[config.mk]
export PLATFORM = sky130hd
export DESIGN_NAME = signed_int_to_radix_text
export DESIGN_NICKNAME = d
export VERILOG_FILES = /design/src/design/sirt_pkg.sv /design/src/design/sirt_front.sv /design/src/design/sirt_fifo.sv /design/src/design/sirt_back.sv /design/src/design/signed_int_to_radix_text.sv
export SDC_FILE = /design/constraint.sdc
export NUM_CORES = 1
export LEC_CHECK = 0
export ABC_AREA = 1
export BUFFER_PORTS_ARGS = -buffer_cell sky130_fd_sc_hd__buf_4
export CAP_MARGIN = 40
export CORE_MARGIN = 2
export CORE_UTILIZATION = 55
export CTS_CLUSTER_DIAMETER = 150
export DETAILED_ROUTE_END_ITERATION = 7
export PLACE_DENSITY = 0.8
export RECOVER_POWER = 50
export SLEW_MARGIN = 20
export SYNTH_ARGS = -nofsm -noshare
export SYNTH_HDL_FRONTEND = slang
export SYNTH_SLANG_ARGS = --single-unit
[constraint.sdc]
create_clock -name aclk -period 7.39 [get_ports aclk]
set_input_delay 0.3695 -clock aclk [delete_from_list [all_inputs] [get_ports aclk]]
set_output_delay 0.3695 -clock aclk [all_outputs]
set_load 0.02 [all_outputs]
[src/design/sirt_pkg.sv]
// Shared types, constants and helpers for the signed integer to radix text block.
package sirt_pkg;

    localparam int MAX_RADIX   = 16;
    localparam int MAX_DIGITS  = 32;
    localparam int LEN_W       = 5;
    localparam int DIGIT_W     = 4;
    localparam int NUM_W       = 32;
    localparam int CHAR_W      = 8;
    localparam int CFG_DATA_W  = 64;
    localparam int CFG_INDEX_W = 2;
    localparam int ALPHA_W     = 2 * CFG_DATA_W;
    localparam int NDIG_W      = $clog2(MAX_DIGITS + 1);
    localparam int BIT_CNT_W   = $clog2(NUM_W);

    localparam logic [CHAR_W-1:0] CHAR_MINUS = 8'h2D;
    localparam logic [CHAR_W-1:0] CHAR_PLUS  = 8'h2B;

    localparam logic [CFG_INDEX_W-1:0] REG_BASE_LENGTH = 2'd0;
    localparam logic [CFG_INDEX_W-1:0] REG_DIGITS_LOW  = 2'd1;
    localparam logic [CFG_INDEX_W-1:0] REG_DIGITS_HIGH = 2'd2;

    localparam logic [LEN_W-1:0]      BASE_LENGTH_RST = 5'd10;
    localparam logic [CFG_DATA_W-1:0] DIGITS_LOW_RST  = 64'h3736353433323130;
    localparam logic [CFG_DATA_W-1:0] DIGITS_HIGH_RST = 64'h0000000000003938;

    typedef logic [ALPHA_W-1:0] alpha_t;

    // One queued job: sign and magnitude of a number that passed the alphabet check.
    typedef struct packed {
        logic             neg;
        logic [NUM_W-1:0] mag;
    } item_t;

    typedef struct packed {
        logic full;
        logic empty;
    } q_status_t;

    function automatic logic [CHAR_W-1:0] alpha_at(input alpha_t alpha,
                                                   input logic [DIGIT_W-1:0] pos);
        return alpha[pos * CHAR_W +: CHAR_W];
    endfunction

endpackage

[src/design/sirt_front.sv]
// Front end: accepts numbers, checks the digit alphabet and queues valid jobs.
module sirt_front (
    input  logic                              aclk,
    input  logic                              aresetn,
    input  logic                              s_valid,
    output logic                              s_ready,
    input  logic signed [sirt_pkg::NUM_W-1:0] s_number,
    input  logic [sirt_pkg::LEN_W-1:0]        base_len,
    input  sirt_pkg::alpha_t                  alpha,
    input  sirt_pkg::q_status_t               q_status,
    output logic                              q_push,
    output sirt_pkg::item_t                   q_item
);

    localparam logic [1:0] F_IDLE  = 2'd0;
    localparam logic [1:0] F_CHECK = 2'd1;
    localparam logic [1:0] F_PUSH  = 2'd2;

    logic [1:0]                       state_reg, state_next;
    logic [sirt_pkg::DIGIT_W-1:0]     idx_reg, idx_next;
    sirt_pkg::item_t                  item_reg, item_next;
    logic                             accept;
    logic                             len_ok;
    logic                             bad;
    logic [sirt_pkg::CHAR_W-1:0]      cur_char;
    logic [sirt_pkg::LEN_W-1:0]       idx_ext;
    logic [sirt_pkg::NUM_W-1:0]       raw;

    assign s_ready  = (state_reg == F_IDLE);
    assign accept   = s_valid && s_ready;
    assign len_ok   = (base_len >= sirt_pkg::LEN_W'(2)) &&
                      (base_len <= sirt_pkg::LEN_W'(sirt_pkg::MAX_RADIX));
    assign raw      = s_number;
    assign cur_char = sirt_pkg::alpha_at(alpha, idx_reg);
    assign idx_ext  = {1'b0, idx_reg};
    assign q_push   = (state_reg == F_PUSH) && !q_status.full;
    assign q_item   = item_reg;

    // One alphabet position per cycle is compared against every later position.
    always_comb begin
        bad = (cur_char == sirt_pkg::CHAR_PLUS) || (cur_char == sirt_pkg::CHAR_MINUS);
        for (int j = 0; j < sirt_pkg::MAX_RADIX; j++) begin
            if ((sirt_pkg::LEN_W'(j) > idx_ext) && (sirt_pkg::LEN_W'(j) < base_len) &&
                (sirt_pkg::alpha_at(alpha, sirt_pkg::DIGIT_W'(j)) == cur_char)) begin
                bad = 1'b1;
            end
        end
    end

    always_comb begin
        state_next = state_reg;
        idx_next   = idx_reg;
        item_next  = item_reg;
        unique case (state_reg)
            F_IDLE: begin
                if (accept) begin
                    item_next.neg = raw[sirt_pkg::NUM_W-1];
                    item_next.mag = raw[sirt_pkg::NUM_W-1] ? (~raw + 1'b1) : raw;
                    idx_next      = '0;
                    // An unusable length drops the word at once.
                    state_next    = len_ok ? F_CHECK : F_IDLE;
                end
            end
            F_CHECK: begin
                if (bad) begin
                    state_next = F_IDLE;
                end else if (idx_ext == base_len - 1'b1) begin
                    state_next = F_PUSH;
                end else begin
                    idx_next = idx_reg + 1'b1;
                end
            end
            F_PUSH: begin
                if (!q_status.full) begin
                    state_next = F_IDLE;
                end
            end
            default: begin
                state_next = F_IDLE;
            end
        endcase
    end

    always_ff @(posedge aclk) begin
        if (!aresetn) begin
            state_reg <= F_IDLE;
        end else begin
            state_reg <= state_next;
        end
        idx_reg  <= idx_next;
        item_reg <= item_next;
    end

endmodule

[src/design/sirt_fifo.sv]
// Two-entry queue of checked jobs between the front and back ends.
module sirt_fifo (
    input  logic                aclk,
    input  logic                aresetn,
    input  logic                push,
    input  sirt_pkg::item_t     push_item,
    input  logic                pop,
    output sirt_pkg::item_t     pop_item,
    output sirt_pkg::q_status_t status
);

    logic [1:0]      count_reg, count_next;
    logic            wr_ptr_reg;
    logic            rd_ptr_reg;
    sirt_pkg::item_t entry_reg [2];
    logic            do_push;
    logic            do_pop;

    assign status.full  = (count_reg == 2'd2);
    assign status.empty = (count_reg == 2'd0);
    assign do_push      = push && !status.full;
    assign do_pop       = pop && !status.empty;
    assign pop_item     = entry_reg[rd_ptr_reg];

    always_comb begin
        count_next = count_reg;
        if (do_push && !do_pop) begin
            count_next = count_reg + 1'b1;
        end else if (do_pop && !do_push) begin
            count_next = count_reg - 1'b1;
        end
    end

    always_ff @(posedge aclk) begin
        if (!aresetn) begin
            count_reg  <= '0;
            wr_ptr_reg <= 1'b0;
            rd_ptr_reg <= 1'b0;
        end else begin
            count_reg <= count_next;
            if (do_push) begin
                wr_ptr_reg <= ~wr_ptr_reg;
            end
            if (do_pop) begin
                rd_ptr_reg <= ~rd_ptr_reg;
            end
        end
        if (do_push) begin
            entry_reg[wr_ptr_reg] <= push_item;
        end
    end

    a_no_push_when_full: assert property (@(posedge aclk) disable iff (!aresetn)
        !(push && status.full))
        else $error("job pushed into a full queue");

    a_count_range: assert property (@(posedge aclk) disable iff (!aresetn)
        count_reg <= 2'd2)
        else $error("queue count out of range");

endmodule

[src/design/sirt_back.sv]
// Back end: bit-serial division into digits, then emission of the text bytes.
module sirt_back (
    input  logic                          aclk,
    input  logic                          aresetn,
    input  sirt_pkg::q_status_t           q_status,
    input  sirt_pkg::item_t               q_item,
    output logic                          q_pop,
    input  logic [sirt_pkg::LEN_W-1:0]    base_len,
    input  sirt_pkg::alpha_t              alpha,
    output logic                          m_valid,
    input  logic                          m_ready,
    output logic [sirt_pkg::CHAR_W-1:0]   m_character,
    output logic                          m_last
);

    localparam logic [1:0] B_IDLE = 2'd0;
    localparam logic [1:0] B_DIV  = 2'd1;
    localparam logic [1:0] B_SIGN = 2'd2;
    localparam logic [1:0] B_EMIT = 2'd3;

    logic [1:0]                         state_reg, state_next;
    logic                               neg_reg, neg_next;
    logic [sirt_pkg::NUM_W-1:0]         mag_reg, mag_next;
    logic [sirt_pkg::DIGIT_W-1:0]       rem_reg, rem_next;
    logic [sirt_pkg::BIT_CNT_W-1:0]     bit_cnt_reg, bit_cnt_next;
    logic [sirt_pkg::NDIG_W-1:0]        nd_reg, nd_next;
    logic                               m_valid_reg, m_valid_next;
    logic [sirt_pkg::CHAR_W-1:0]        m_char_reg, m_char_next;
    logic                               m_last_reg, m_last_next;
    logic [sirt_pkg::DIGIT_W-1:0]       digit_buf_reg [sirt_pkg::MAX_DIGITS];

    logic                               slot_free;
    logic [sirt_pkg::LEN_W-1:0]         trial;
    logic [sirt_pkg::LEN_W-1:0]         diff;
    logic                               ge;
    logic [sirt_pkg::DIGIT_W-1:0]       rem_new;
    logic [sirt_pkg::NUM_W-1:0]         mag_shift;
    logic [sirt_pkg::NDIG_W-1:0]        nd_inc;
    logic [sirt_pkg::NDIG_W-1:0]        nd_dec;
    logic                               digit_done;
    logic                               buf_we;

    assign slot_free   = !m_valid_reg || m_ready;
    assign m_valid     = m_valid_reg;
    assign m_character = m_char_reg;
    assign m_last      = m_last_reg;
    assign q_pop       = (state_reg == B_IDLE) && !q_status.empty;

    // Restoring division step: bring down the next dividend bit, subtract if it fits.
    assign trial     = {rem_reg, mag_reg[sirt_pkg::NUM_W-1]};
    assign ge        = (trial >= base_len);
    assign diff      = trial - base_len;
    assign rem_new   = ge ? diff[sirt_pkg::DIGIT_W-1:0] : trial[sirt_pkg::DIGIT_W-1:0];
    assign mag_shift = {mag_reg[sirt_pkg::NUM_W-2:0], ge};
    assign nd_inc    = nd_reg + 1'b1;
    assign nd_dec    = nd_reg - 1'b1;
    assign digit_done = (state_reg == B_DIV) &&
                        (bit_cnt_reg == sirt_pkg::BIT_CNT_W'(sirt_pkg::NUM_W - 1));
    assign buf_we    = digit_done;

    always_comb begin
        state_next   = state_reg;
        neg_next     = neg_reg;
        mag_next     = mag_reg;
        rem_next     = rem_reg;
        bit_cnt_next = bit_cnt_reg;
        nd_next      = nd_reg;
        m_valid_next = slot_free ? 1'b0 : m_valid_reg;
        m_char_next  = m_char_reg;
        m_last_next  = m_last_reg;
        unique case (state_reg)
            B_IDLE: begin
                if (!q_status.empty) begin
                    neg_next     = q_item.neg;
                    mag_next     = q_item.mag;
                    rem_next     = '0;
                    bit_cnt_next = '0;
                    nd_next      = '0;
                    state_next   = B_DIV;
                end
            end
            B_DIV: begin
                mag_next     = mag_shift;
                rem_next     = rem_new;
                bit_cnt_next = bit_cnt_reg + 1'b1;
                if (digit_done) begin
                    rem_next = '0;
                    nd_next  = nd_inc;
                    if ((mag_shift == '0) ||
                        (nd_inc == sirt_pkg::NDIG_W'(sirt_pkg::MAX_DIGITS))) begin
                        state_next = neg_reg ? B_SIGN : B_EMIT;
                    end
                end
            end
            B_SIGN: begin
                if (slot_free) begin
                    m_valid_next = 1'b1;
                    m_char_next  = sirt_pkg::CHAR_MINUS;
                    m_last_next  = 1'b0;
                    state_next   = B_EMIT;
                end
            end
            B_EMIT: begin
                // Digits come out of the buffer in reverse order of their generation.
                if (slot_free) begin
                    m_valid_next = 1'b1;
                    m_char_next  = sirt_pkg::alpha_at(alpha,
                                       digit_buf_reg[nd_dec[sirt_pkg::NDIG_W-2:0]]);
                    m_last_next  = (nd_reg == sirt_pkg::NDIG_W'(1));
                    nd_next      = nd_dec;
                    if (nd_reg == sirt_pkg::NDIG_W'(1)) begin
                        state_next = B_IDLE;
                    end
                end
            end
            default: begin
                state_next = B_IDLE;
            end
        endcase
    end

    always_ff @(posedge aclk) begin
        if (!aresetn) begin
            state_reg   <= B_IDLE;
            nd_reg      <= '0;
            m_valid_reg <= 1'b0;
        end else begin
            state_reg   <= state_next;
            nd_reg      <= nd_next;
            m_valid_reg <= m_valid_next;
        end
        neg_reg     <= neg_next;
        mag_reg     <= mag_next;
        rem_reg     <= rem_next;
        bit_cnt_reg <= bit_cnt_next;
        m_char_reg  <= m_char_next;
        m_last_reg  <= m_last_next;
        if (buf_we) begin
            digit_buf_reg[nd_reg[sirt_pkg::NDIG_W-2:0]] <= rem_new;
        end
    end

    a_rem_below_radix: assert property (@(posedge aclk) disable iff (!aresetn)
        (state_reg == B_DIV) |-> ({1'b0, rem_reg} < base_len))
        else $error("division remainder not below the radix");

    a_digit_count: assert property (@(posedge aclk) disable iff (!aresetn)
        nd_reg <= sirt_pkg::NDIG_W'(sirt_pkg::MAX_DIGITS))
        else $error("digit count exceeds its limit");

    a_emit_has_digit: assert property (@(posedge aclk) disable iff (!aresetn)
        (state_reg == B_EMIT) |-> (nd_reg != '0))
        else $error("emitting with no digit left");

endmodule

[src/design/signed_int_to_radix_text.sv]
// Top level of the signed integer to radix text converter.
// Usage: a 32-bit signed word on s_number (valid/ready) is printed as text on
// m_character/m_last (valid/ready), one byte per word: an optional '-' and then
// the magnitude's digits, most significant first, with m_last on the final byte.
// The radix is base_length and the digits come from digits_low/digits_high,
// written through cfg_we/cfg_index/cfg_wdata while the block is idle.
// Each number is first checked against the alphabet, one position per cycle; a
// bad alphabet drops the number silently. Checked numbers wait in a two-entry
// queue for the back end, which divides by the radix bit-serially, one digit
// per pass over all 32 bits of the magnitude. The back end takes the next
// queued number only after it has issued the final byte of the current one.
// A stalled receiver holds the output register, and the back end waits on it;
// the front end keeps accepting and checking until a checked number finds the
// queue full.
// Reset is synchronous and active low; it empties the queue, drops any output
// and restores radix ten with the digits 0 to 9.
module signed_int_to_radix_text (
    input  logic                                    aclk,
    input  logic                                    aresetn,
    input  logic                                    s_valid,
    output logic                                    s_ready,
    input  logic signed [sirt_pkg::NUM_W-1:0]       s_number,
    output logic                                    m_valid,
    input  logic                                    m_ready,
    output logic [sirt_pkg::CHAR_W-1:0]             m_character,
    output logic                                    m_last,
    input  logic                                    cfg_we,
    input  logic [sirt_pkg::CFG_INDEX_W-1:0]        cfg_index,
    input  logic [sirt_pkg::CFG_DATA_W-1:0]         cfg_wdata
);

    logic [sirt_pkg::LEN_W-1:0]      base_len_reg;
    logic [sirt_pkg::CFG_DATA_W-1:0] digits_low_reg;
    logic [sirt_pkg::CFG_DATA_W-1:0] digits_high_reg;
    sirt_pkg::alpha_t                alpha;
    sirt_pkg::q_status_t             q_status;
    sirt_pkg::item_t                 push_item;
    sirt_pkg::item_t                 pop_item;
    logic                            q_push;
    logic                            q_pop;

    assign alpha = {digits_high_reg, digits_low_reg};

    always_ff @(posedge aclk) begin
        if (!aresetn) begin
            base_len_reg    <= sirt_pkg::BASE_LENGTH_RST;
            digits_low_reg  <= sirt_pkg::DIGITS_LOW_RST;
            digits_high_reg <= sirt_pkg::DIGITS_HIGH_RST;
        end else if (cfg_we) begin
            unique case (cfg_index)
                sirt_pkg::REG_BASE_LENGTH: base_len_reg    <= cfg_wdata[sirt_pkg::LEN_W-1:0];
                sirt_pkg::REG_DIGITS_LOW:  digits_low_reg  <= cfg_wdata;
                sirt_pkg::REG_DIGITS_HIGH: digits_high_reg <= cfg_wdata;
                default: begin
                end
            endcase
        end
    end

    sirt_front u_front (
        .aclk     (aclk),
        .aresetn  (aresetn),
        .s_valid  (s_valid),
        .s_ready  (s_ready),
        .s_number (s_number),
        .base_len (base_len_reg),
        .alpha    (alpha),
        .q_status (q_status),
        .q_push   (q_push),
        .q_item   (push_item)
    );

    sirt_fifo u_fifo (
        .aclk      (aclk),
        .aresetn   (aresetn),
        .push      (q_push),
        .push_item (push_item),
        .pop       (q_pop),
        .pop_item  (pop_item),
        .status    (q_status)
    );

    sirt_back u_back (
        .aclk        (aclk),
        .aresetn     (aresetn),
        .q_status    (q_status),
        .q_item      (pop_item),
        .q_pop       (q_pop),
        .base_len    (base_len_reg),
        .alpha       (alpha),
        .m_valid     (m_valid),
        .m_ready     (m_ready),
        .m_character (m_character),
        .m_last      (m_last)
    );

endmodule

==> flow_summary.toml, run 1 <==
[yosys]
synth_area_um2 = 22400
ys_seq_area_frac = 0.512
synthArstFlopShare = 0
synthFlopType = "edfxtp_1"
synth_warnings = 0
ys_ff_latch = 431
synth_fp_nets = 2778
ys_types = 54
syn_area_per_cell_um2 = 8.44
netlist_instances = 2650
synth_edf_count = 282

[drt]
drt_pass1_iterations = 6
wl_per_cell_um = 22.5
vias_per_cell = 6.06
via_count = 19800
ant_nets = 0
drt-total-wl_um = 73700
drt-initial-drc-count = 2704
drc = 0

[floorplanning]
coreArea_um2 = 39900
num_rows = 73
pin_count = 114
die_h_um = 206
die_area_um2 = 42300
start_util = 0.561
die_w_um = 206

[final_layout]
drive_gt1_frac = 0.0928
fin_cells = 3273
register_area_um2 = 11500
nNetsFinal = 2837
largest_register_ffs = 128
synthToLayoutAreaGrowth_pct = 12.3
fin_area_um2 = 25100
multi_input_area_um2 = 9260
fillCellCount = 3338

[min_path]
holdPathStages = 3
hp-start = "cfg_wdata[28]"
holdPathEnd = "digits_low_reg[28]$_SDFFE_PN1P_"
holdCritPathClass = "in -> reg"

[critical_path]
cp_cell_sequence = "clkbuf_4, inv_1, nor3_1, clkbuf_1, clkinv_1, clkbuf_1, o21ai_0, a21oi_1"
r2r_cells = 14
cp-end-kind = "flip-flop"
r2r_slack_ps = 2200
slowest_delay_ps = 2230
cpMostUsedCell = "clkbuf_1"
cp_max_fo = 70
worstPathRequired_ps = 7750
r2r_end = "u_front.idx_reg[0]$_SDFFCE_PN0P_"
r2r-start = "u_front.idx_reg[0]$_SDFFCE_PN0P_"
slowest_stage = "clkbuf_1"
arrival_ps = 5580
criticalPathCategory = "in -> reg"
setup.worst_path.start_class = "primary input"

[pwr]
power_leakage_nw = 10.2
internal-power_w = 0.00646
pwr_density_cell_nw_per_um2 = 485
ir_drop_mv = 0.369
p_comb_frac = 0.513
clockPowerShare = 0.200
switching_share = 0.470
p_sw_w = 0.00573
seqPwrFrac = 0.287

[sta]
rsz0062_at_grt = "false"
final-setup-viol-count = 0
worst_pin_slew_ps = 3500
fmax_ghz = 0.191
period_share = 0.707
maxSlewViolCount = 491
timing.setup.tns_ps = 0
period_needed_ps = 5230
fin_hold_ws_ps = 8.87
slew_headroom = -1.33
hold_violations = 0
skew_ps = 17.5

[clock_network]
clockBufferDepth = 3
numCtsBuffers = 46
clkLatencyLatePin_ps = 600
holdBufCountCts = 18
htree_levels = 2
cts_tree = "done"
post_cts_resize_count = 0
clockRootBuffer = "clkbuf_16"
clkSlewWorstSetupHoldPaths_ps = 60
cts_sinks = 431
post_cts_buffers = 0

[placement]
place_inst = 3166
io_buffers = 113
dpl_cell_area_um2 = 23400
dp_hpwl_um = 51800
place.gp.congestion = 1.01

[global_routing]
grt_pass1_wl_um = 110000
grtUsageTotal = 0.349
grt_max_degree = 75
grt_overflow = 0
grt_pass1_vias = 18400
antenna_found_initial = 5

[flow_run]
max-cap-violations = 10

[outcome]
status = "finished with violations"
violations = "max-capacitance violations, max-slew violations"
metal layers:
layer  wire length (um)  vias up  part of all wire  track usage
li1                   -     9144                 -            -
met3               8970      183              0.12       0.0960
met2              32600     1199              0.44        0.537
met5                 36        -           0.00049            0
met1              29100     9290              0.39        0.465
met4               3050        6             0.041        0.146
layout make-up:
| type | count | share of cell area |
|---|---|---|
| repair buffers | 160 | 0.0496 |
| clock inverters | 30 | 0.0150 |
| diodes | 1 | 0.0000996 |
| multi-input cells | 1830 | 0.369 |
| clock buffers | 56 | 0.0489 |
| inverters | 240 | 0.0359 |
| well taps | 525 | 0.0261 |
| flip-flops and latches | 431 | 0.456 |
power by group through the flow:
stage / sequential, W / clock (W) / combinational, W
after floorplan: 0.00346 / 0 / 0.00434
after global placement: 0.00353 / 0 / 0.00576
after detailed placement: 0.00353 / 0 / 0.00602
after CTS: 0.00348 / 0.00246 / 0.00605
after global routing: 0.00353 / 0.00255 / 0.00676
final: 0.00350 / 0.00244 / 0.00625
worst max-delay path by stage:
stage,start,to,slack [ps],cells after the start
detailed placement,u_back.nd_reg[0]$_SDFFE_PN0P_,u_back.m_character[7]$_SDFFCE_PN0P_,2350,18
global placement,u_back.nd_reg[0]$_SDFFE_PN0P_,u_back.m_character[4]$_SDFFCE_PN0P_,2300,17
CTS,u_back.nd_reg[0]$_SDFFE_PN0P_,u_back.m_character[4]$_SDFFCE_PN0P_,2290,18
finish,cfg_index[0],digits_low_reg[31]$_SDFFE_PN0P_,2160,8
global route,cfg_index[0],digits_low_reg[31]$_SDFFE_PN0P_,1780,8
floorplan,u_back.state_reg[1]$_SDFFE_PN0P_,u_back.bit_cnt_reg[0]$_SDFFCE_PN0P_,2960,6
stage by stage:
step | total power, W | utilization | setup WS, ps
global route | 0.0128 | 0.629 | 1780
CTS | 0.0120 | 0.631 | 2290
floorplan | 0.00780 | - | 2960
finish | 0.0122 | 0.630 | 2160
global placement | 0.00929 | 0.584 | 2300
detailed placement | 0.00955 | 0.587 | 2350
synthesized netlist by cell type (24+ instances only):
cell type | count | area (um2)
a21oi_1 | 264 | 1320
a22oi_1 | 41 | 308
buf_2 | 53 | 265
clkbuf_1 | 67 | 251
dfxtp_1 | 149 | 2980
edfxtp_1 | 282 | 8470
ha_1 | 24 | 300
inv_1 | 229 | 860
nand2_1 | 568 | 2130
nand3_1 | 256 | 1280
nor2_1 | 236 | 886
o211ai_1 | 57 | 428
o21ai_0 | 176 | 881
xor2_1 | 58 | 508
cell usage in the layout (no fill, tap or decap), types with 6 or more instances in the layout:
master and n:
a22oi_1 41, inv_1 230, nor3_1 16, nor2_2 10, o211ai_1 57, nand2_2 8, clkinv_1 6, nor4_1 9
xnor2_1 18, a221oi_1 6, nor2_1 233, nand4_1 12, nand2_1 567, edfxtp_1 282, o21ai_0 174, a211oi_1 6
a21oi_1 264, clkbuf_1 30, dlygate4sd3_1 18, ha_1 24, bufinv_16 6, clkinv_2 6, nor3_2 7, o21ai_1 14
dfxtp_1 148, clkbuf_16 47, nand2_4 13, nand3_1 256, xor2_1 58, buf_4 111, inv_2 8
cells by family after synthesis:
| logic type | count (synthesis) | synth area share |
|---|---|---|
| AND/OR/NAND/NOR | 1145 | 0.221 |
| flip-flops | 431 | 0.512 |
| adder cells (fa/ha/maj) | 25 | 0.0143 |
| XOR/XNOR | 78 | 0.0317 |
| AO/OA/AOI/OAI | 582 | 0.146 |
| buffers and inverters | 389 | 0.0757 |
worst max-delay path, delay by kind of cell:
family | cells | cell delay [ps]
compound gates | 2 | 900
buf+inv | 5 | 4040
simple gates | 1 | 210
Note: power is estimated with default switching activity, not from simulation.
==> inputs of run 2 (changes only) <==
clock period = 4.92 ns   (was 7.39 ns; I/O delays follow)
==> flow_summary.toml, run 2 (same netlist as run 1, synthesis figures left out) <==
[clock_network]
cts_tree = "done"
clockBufferDepth = 3
clkLatencyLatePin_ps = 590
numCtsBuffers = 45
clkSlewWorstSetupHoldPaths_ps = 60
htree_levels = 2
clockRootBuffer = "clkbuf_16"
post_cts_resize_count = 0
cts_sinks = 431

[floorplanning]
die_area_um2 = 42300
coreArea_um2 = 39900
die_w_um = 206
start_util = 0.561
die_h_um = 206
pin_count = 114
num_rows = 73

[sta]
final-setup-viol-count = 0
hold_violations = 0
period_needed_ps = 4410
period_share = 0.897
fmax_ghz = 0.227
skew_ps = 11.2
rsz0062_at_grt = "false"
maxSlewViolCount = 474
timing.setup.tns_ps = 0
worst_pin_slew_ps = 3490
fin_hold_ws_ps = 7.34
slew_headroom = -1.32
setup_ws_ps = 509

[placement]
io_buffers = 113
dp_hpwl_um = 52200
dp_slack_ps = 859
dpl_cell_area_um2 = 23500
place.gp.congestion = 1.02

[global_routing]
grt_pass1_wl_um = 114000
grt_max_degree = 80
grt_pass1_vias = 19100
grtUsageTotal = 0.356
grt_overflow = 0
antenna_found_initial = 0

[critical_path]
r2r_slack_ps = 510
r2r_cells = 15
cp-end-kind = "flip-flop"
cp_max_fo = 16
criticalPathCategory = "reg -> reg"
r2r-start = "u_front.idx_reg[2]$_SDFFCE_PN0P_"
setup.worst_path.start_class = "flip-flop"
cp-endpoint = "u_front.idx_reg[1]$_SDFFCE_PN0P_"
r2r_end = "u_front.idx_reg[1]$_SDFFCE_PN0P_"
worstPathRequired_ps = 5170
cp-startpoint = "u_front.idx_reg[2]$_SDFFCE_PN0P_"
arrival_ps = 4660

[pwr]
p_total_w = 0.0185
ir_drop_mv = 0.460
power_leakage_nw = 10.5
pwr_density_cell_nw_per_um2 = 716

[final_layout]
final_cell_mix = "nand2_1, edfxtp_1, a21oi_1"
fin_area_um2 = 25800
final_common_cell = "nand2_1"
largest_register_ffs = 128
synthToLayoutAreaGrowth_pct = 15.5
nNetsFinal = 2918
antennaDiodeCount = 0
drive_gt1_frac = 0.0903

[drt]
vias_per_cell = 6.07
via_count = 20300
drt-total-wl_um = 75600
wl_per_cell_um = 22.6
drt-initial-drc-count = 2625
drc = 0
drt_pass1_iterations = 8
ant_nets = 0

[outcome]
violations = "max-capacitance violations, max-slew violations"
status = "finished with violations"

[flow_run]
max-cap-violations = 10

[min_path]
holdCritPathClass = "in -> reg"
==> run 2: changes by cell type in the layout (fill, tap and decap cells not counted), moves of 2 or more <==
cell and change:
buf_4 +5, clkinv_1 +2, clkinvlp_4 -2, dlygate4sd3_1 +74, clkinv_8 -3, bufinv_16 -2
buf_12 +3
==> run 2: where the power goes <==
part           switching (W)  internal, W
clock                0.00149      0.00203
combinational        0.00695      0.00282
sequential          0.000289      0.00494
==> run 2: critical path, stage by stage (launching register included) <==
cell      delay (ps)
edfxtp_1         690
nand2_8          160
inv_1            500
nand3_1          250
nand2_1          110
nor2_1            70
nand2_2          380
nand2_2          480
xor2_1           270
nand3_1          190
nor2_1           140
nor2_1           130
nand2_1          110
nor2_2           160
nand2_1           70
a21oi_1          330
==> run 2: stage by stage <==
| step | utilization | std cells |
|---|---|---|
| global placement | 0.587 | 3172 |
| global route | 0.648 | 3349 |
| finish | 0.648 | 3349 |
| CTS | 0.651 | 3349 |
| detailed placement | 0.590 | 3176 |
| floorplan | - | 2650 |
==> run 2: per-layer routing <==
layer	part of all wire	track usage	vias up	wire length, um
li1	-	-	9283	-
met1	0.39	0.484	9541	29900
met2	0.45	0.553	1290	33900
met3	0.11	0.0705	215	8470
met4	0.045	0.155	0	3370
met5	0	0	-	0
==> run 2: final cells by class <==
cell class | instances | area (um2)
Timing Repair Buffer | 242 | 2080
Clock buffer | 57 | 1250
Fill cell | 3262 | 14100
Multi-Input combinational cell | 1830 | 9250
Clock inverter | 24 | 254
Inverter | 240 | 901
Tap cell | 525 | 657
Sequential cell | 431 | 11500
==> run 2: timing repair <==
| item | 4_1_cts | 5_1_grt |
|---|---|---|
| setup endpoints to repair | 0 | 0 |
| hold endpoints to repair | 145 | 0 |
| setup buffers | 0 | 0 |
| hold buffers | 92 | 0 |
==> run 2: how the worst min path moves through the flow <==
stage | slack [ps] | depth (start not counted) | from | end
floorplan | 340 | 0 | s_number[0] | u_front.q_item[0]$_DFFE_PP_
global placement | 420 | 0 | u_front.q_item[31]$_SDFFCE_PN0P_ | u_fifo.entry_reg[1][31]$_DFFE_PP_
detailed placement | 430 | 0 | u_front.q_item[19]$_DFFE_PP_ | u_fifo.entry_reg[1][19]$_DFFE_PP_
CTS | 10 | 2 | s_number[25] | u_front.q_item[25]$_DFFE_PP_
global route | 10 | 2 | s_number[25] | u_front.q_item[25]$_DFFE_PP_
finish | 7 | 2 | s_number[25] | u_front.q_item[25]$_DFFE_PP_
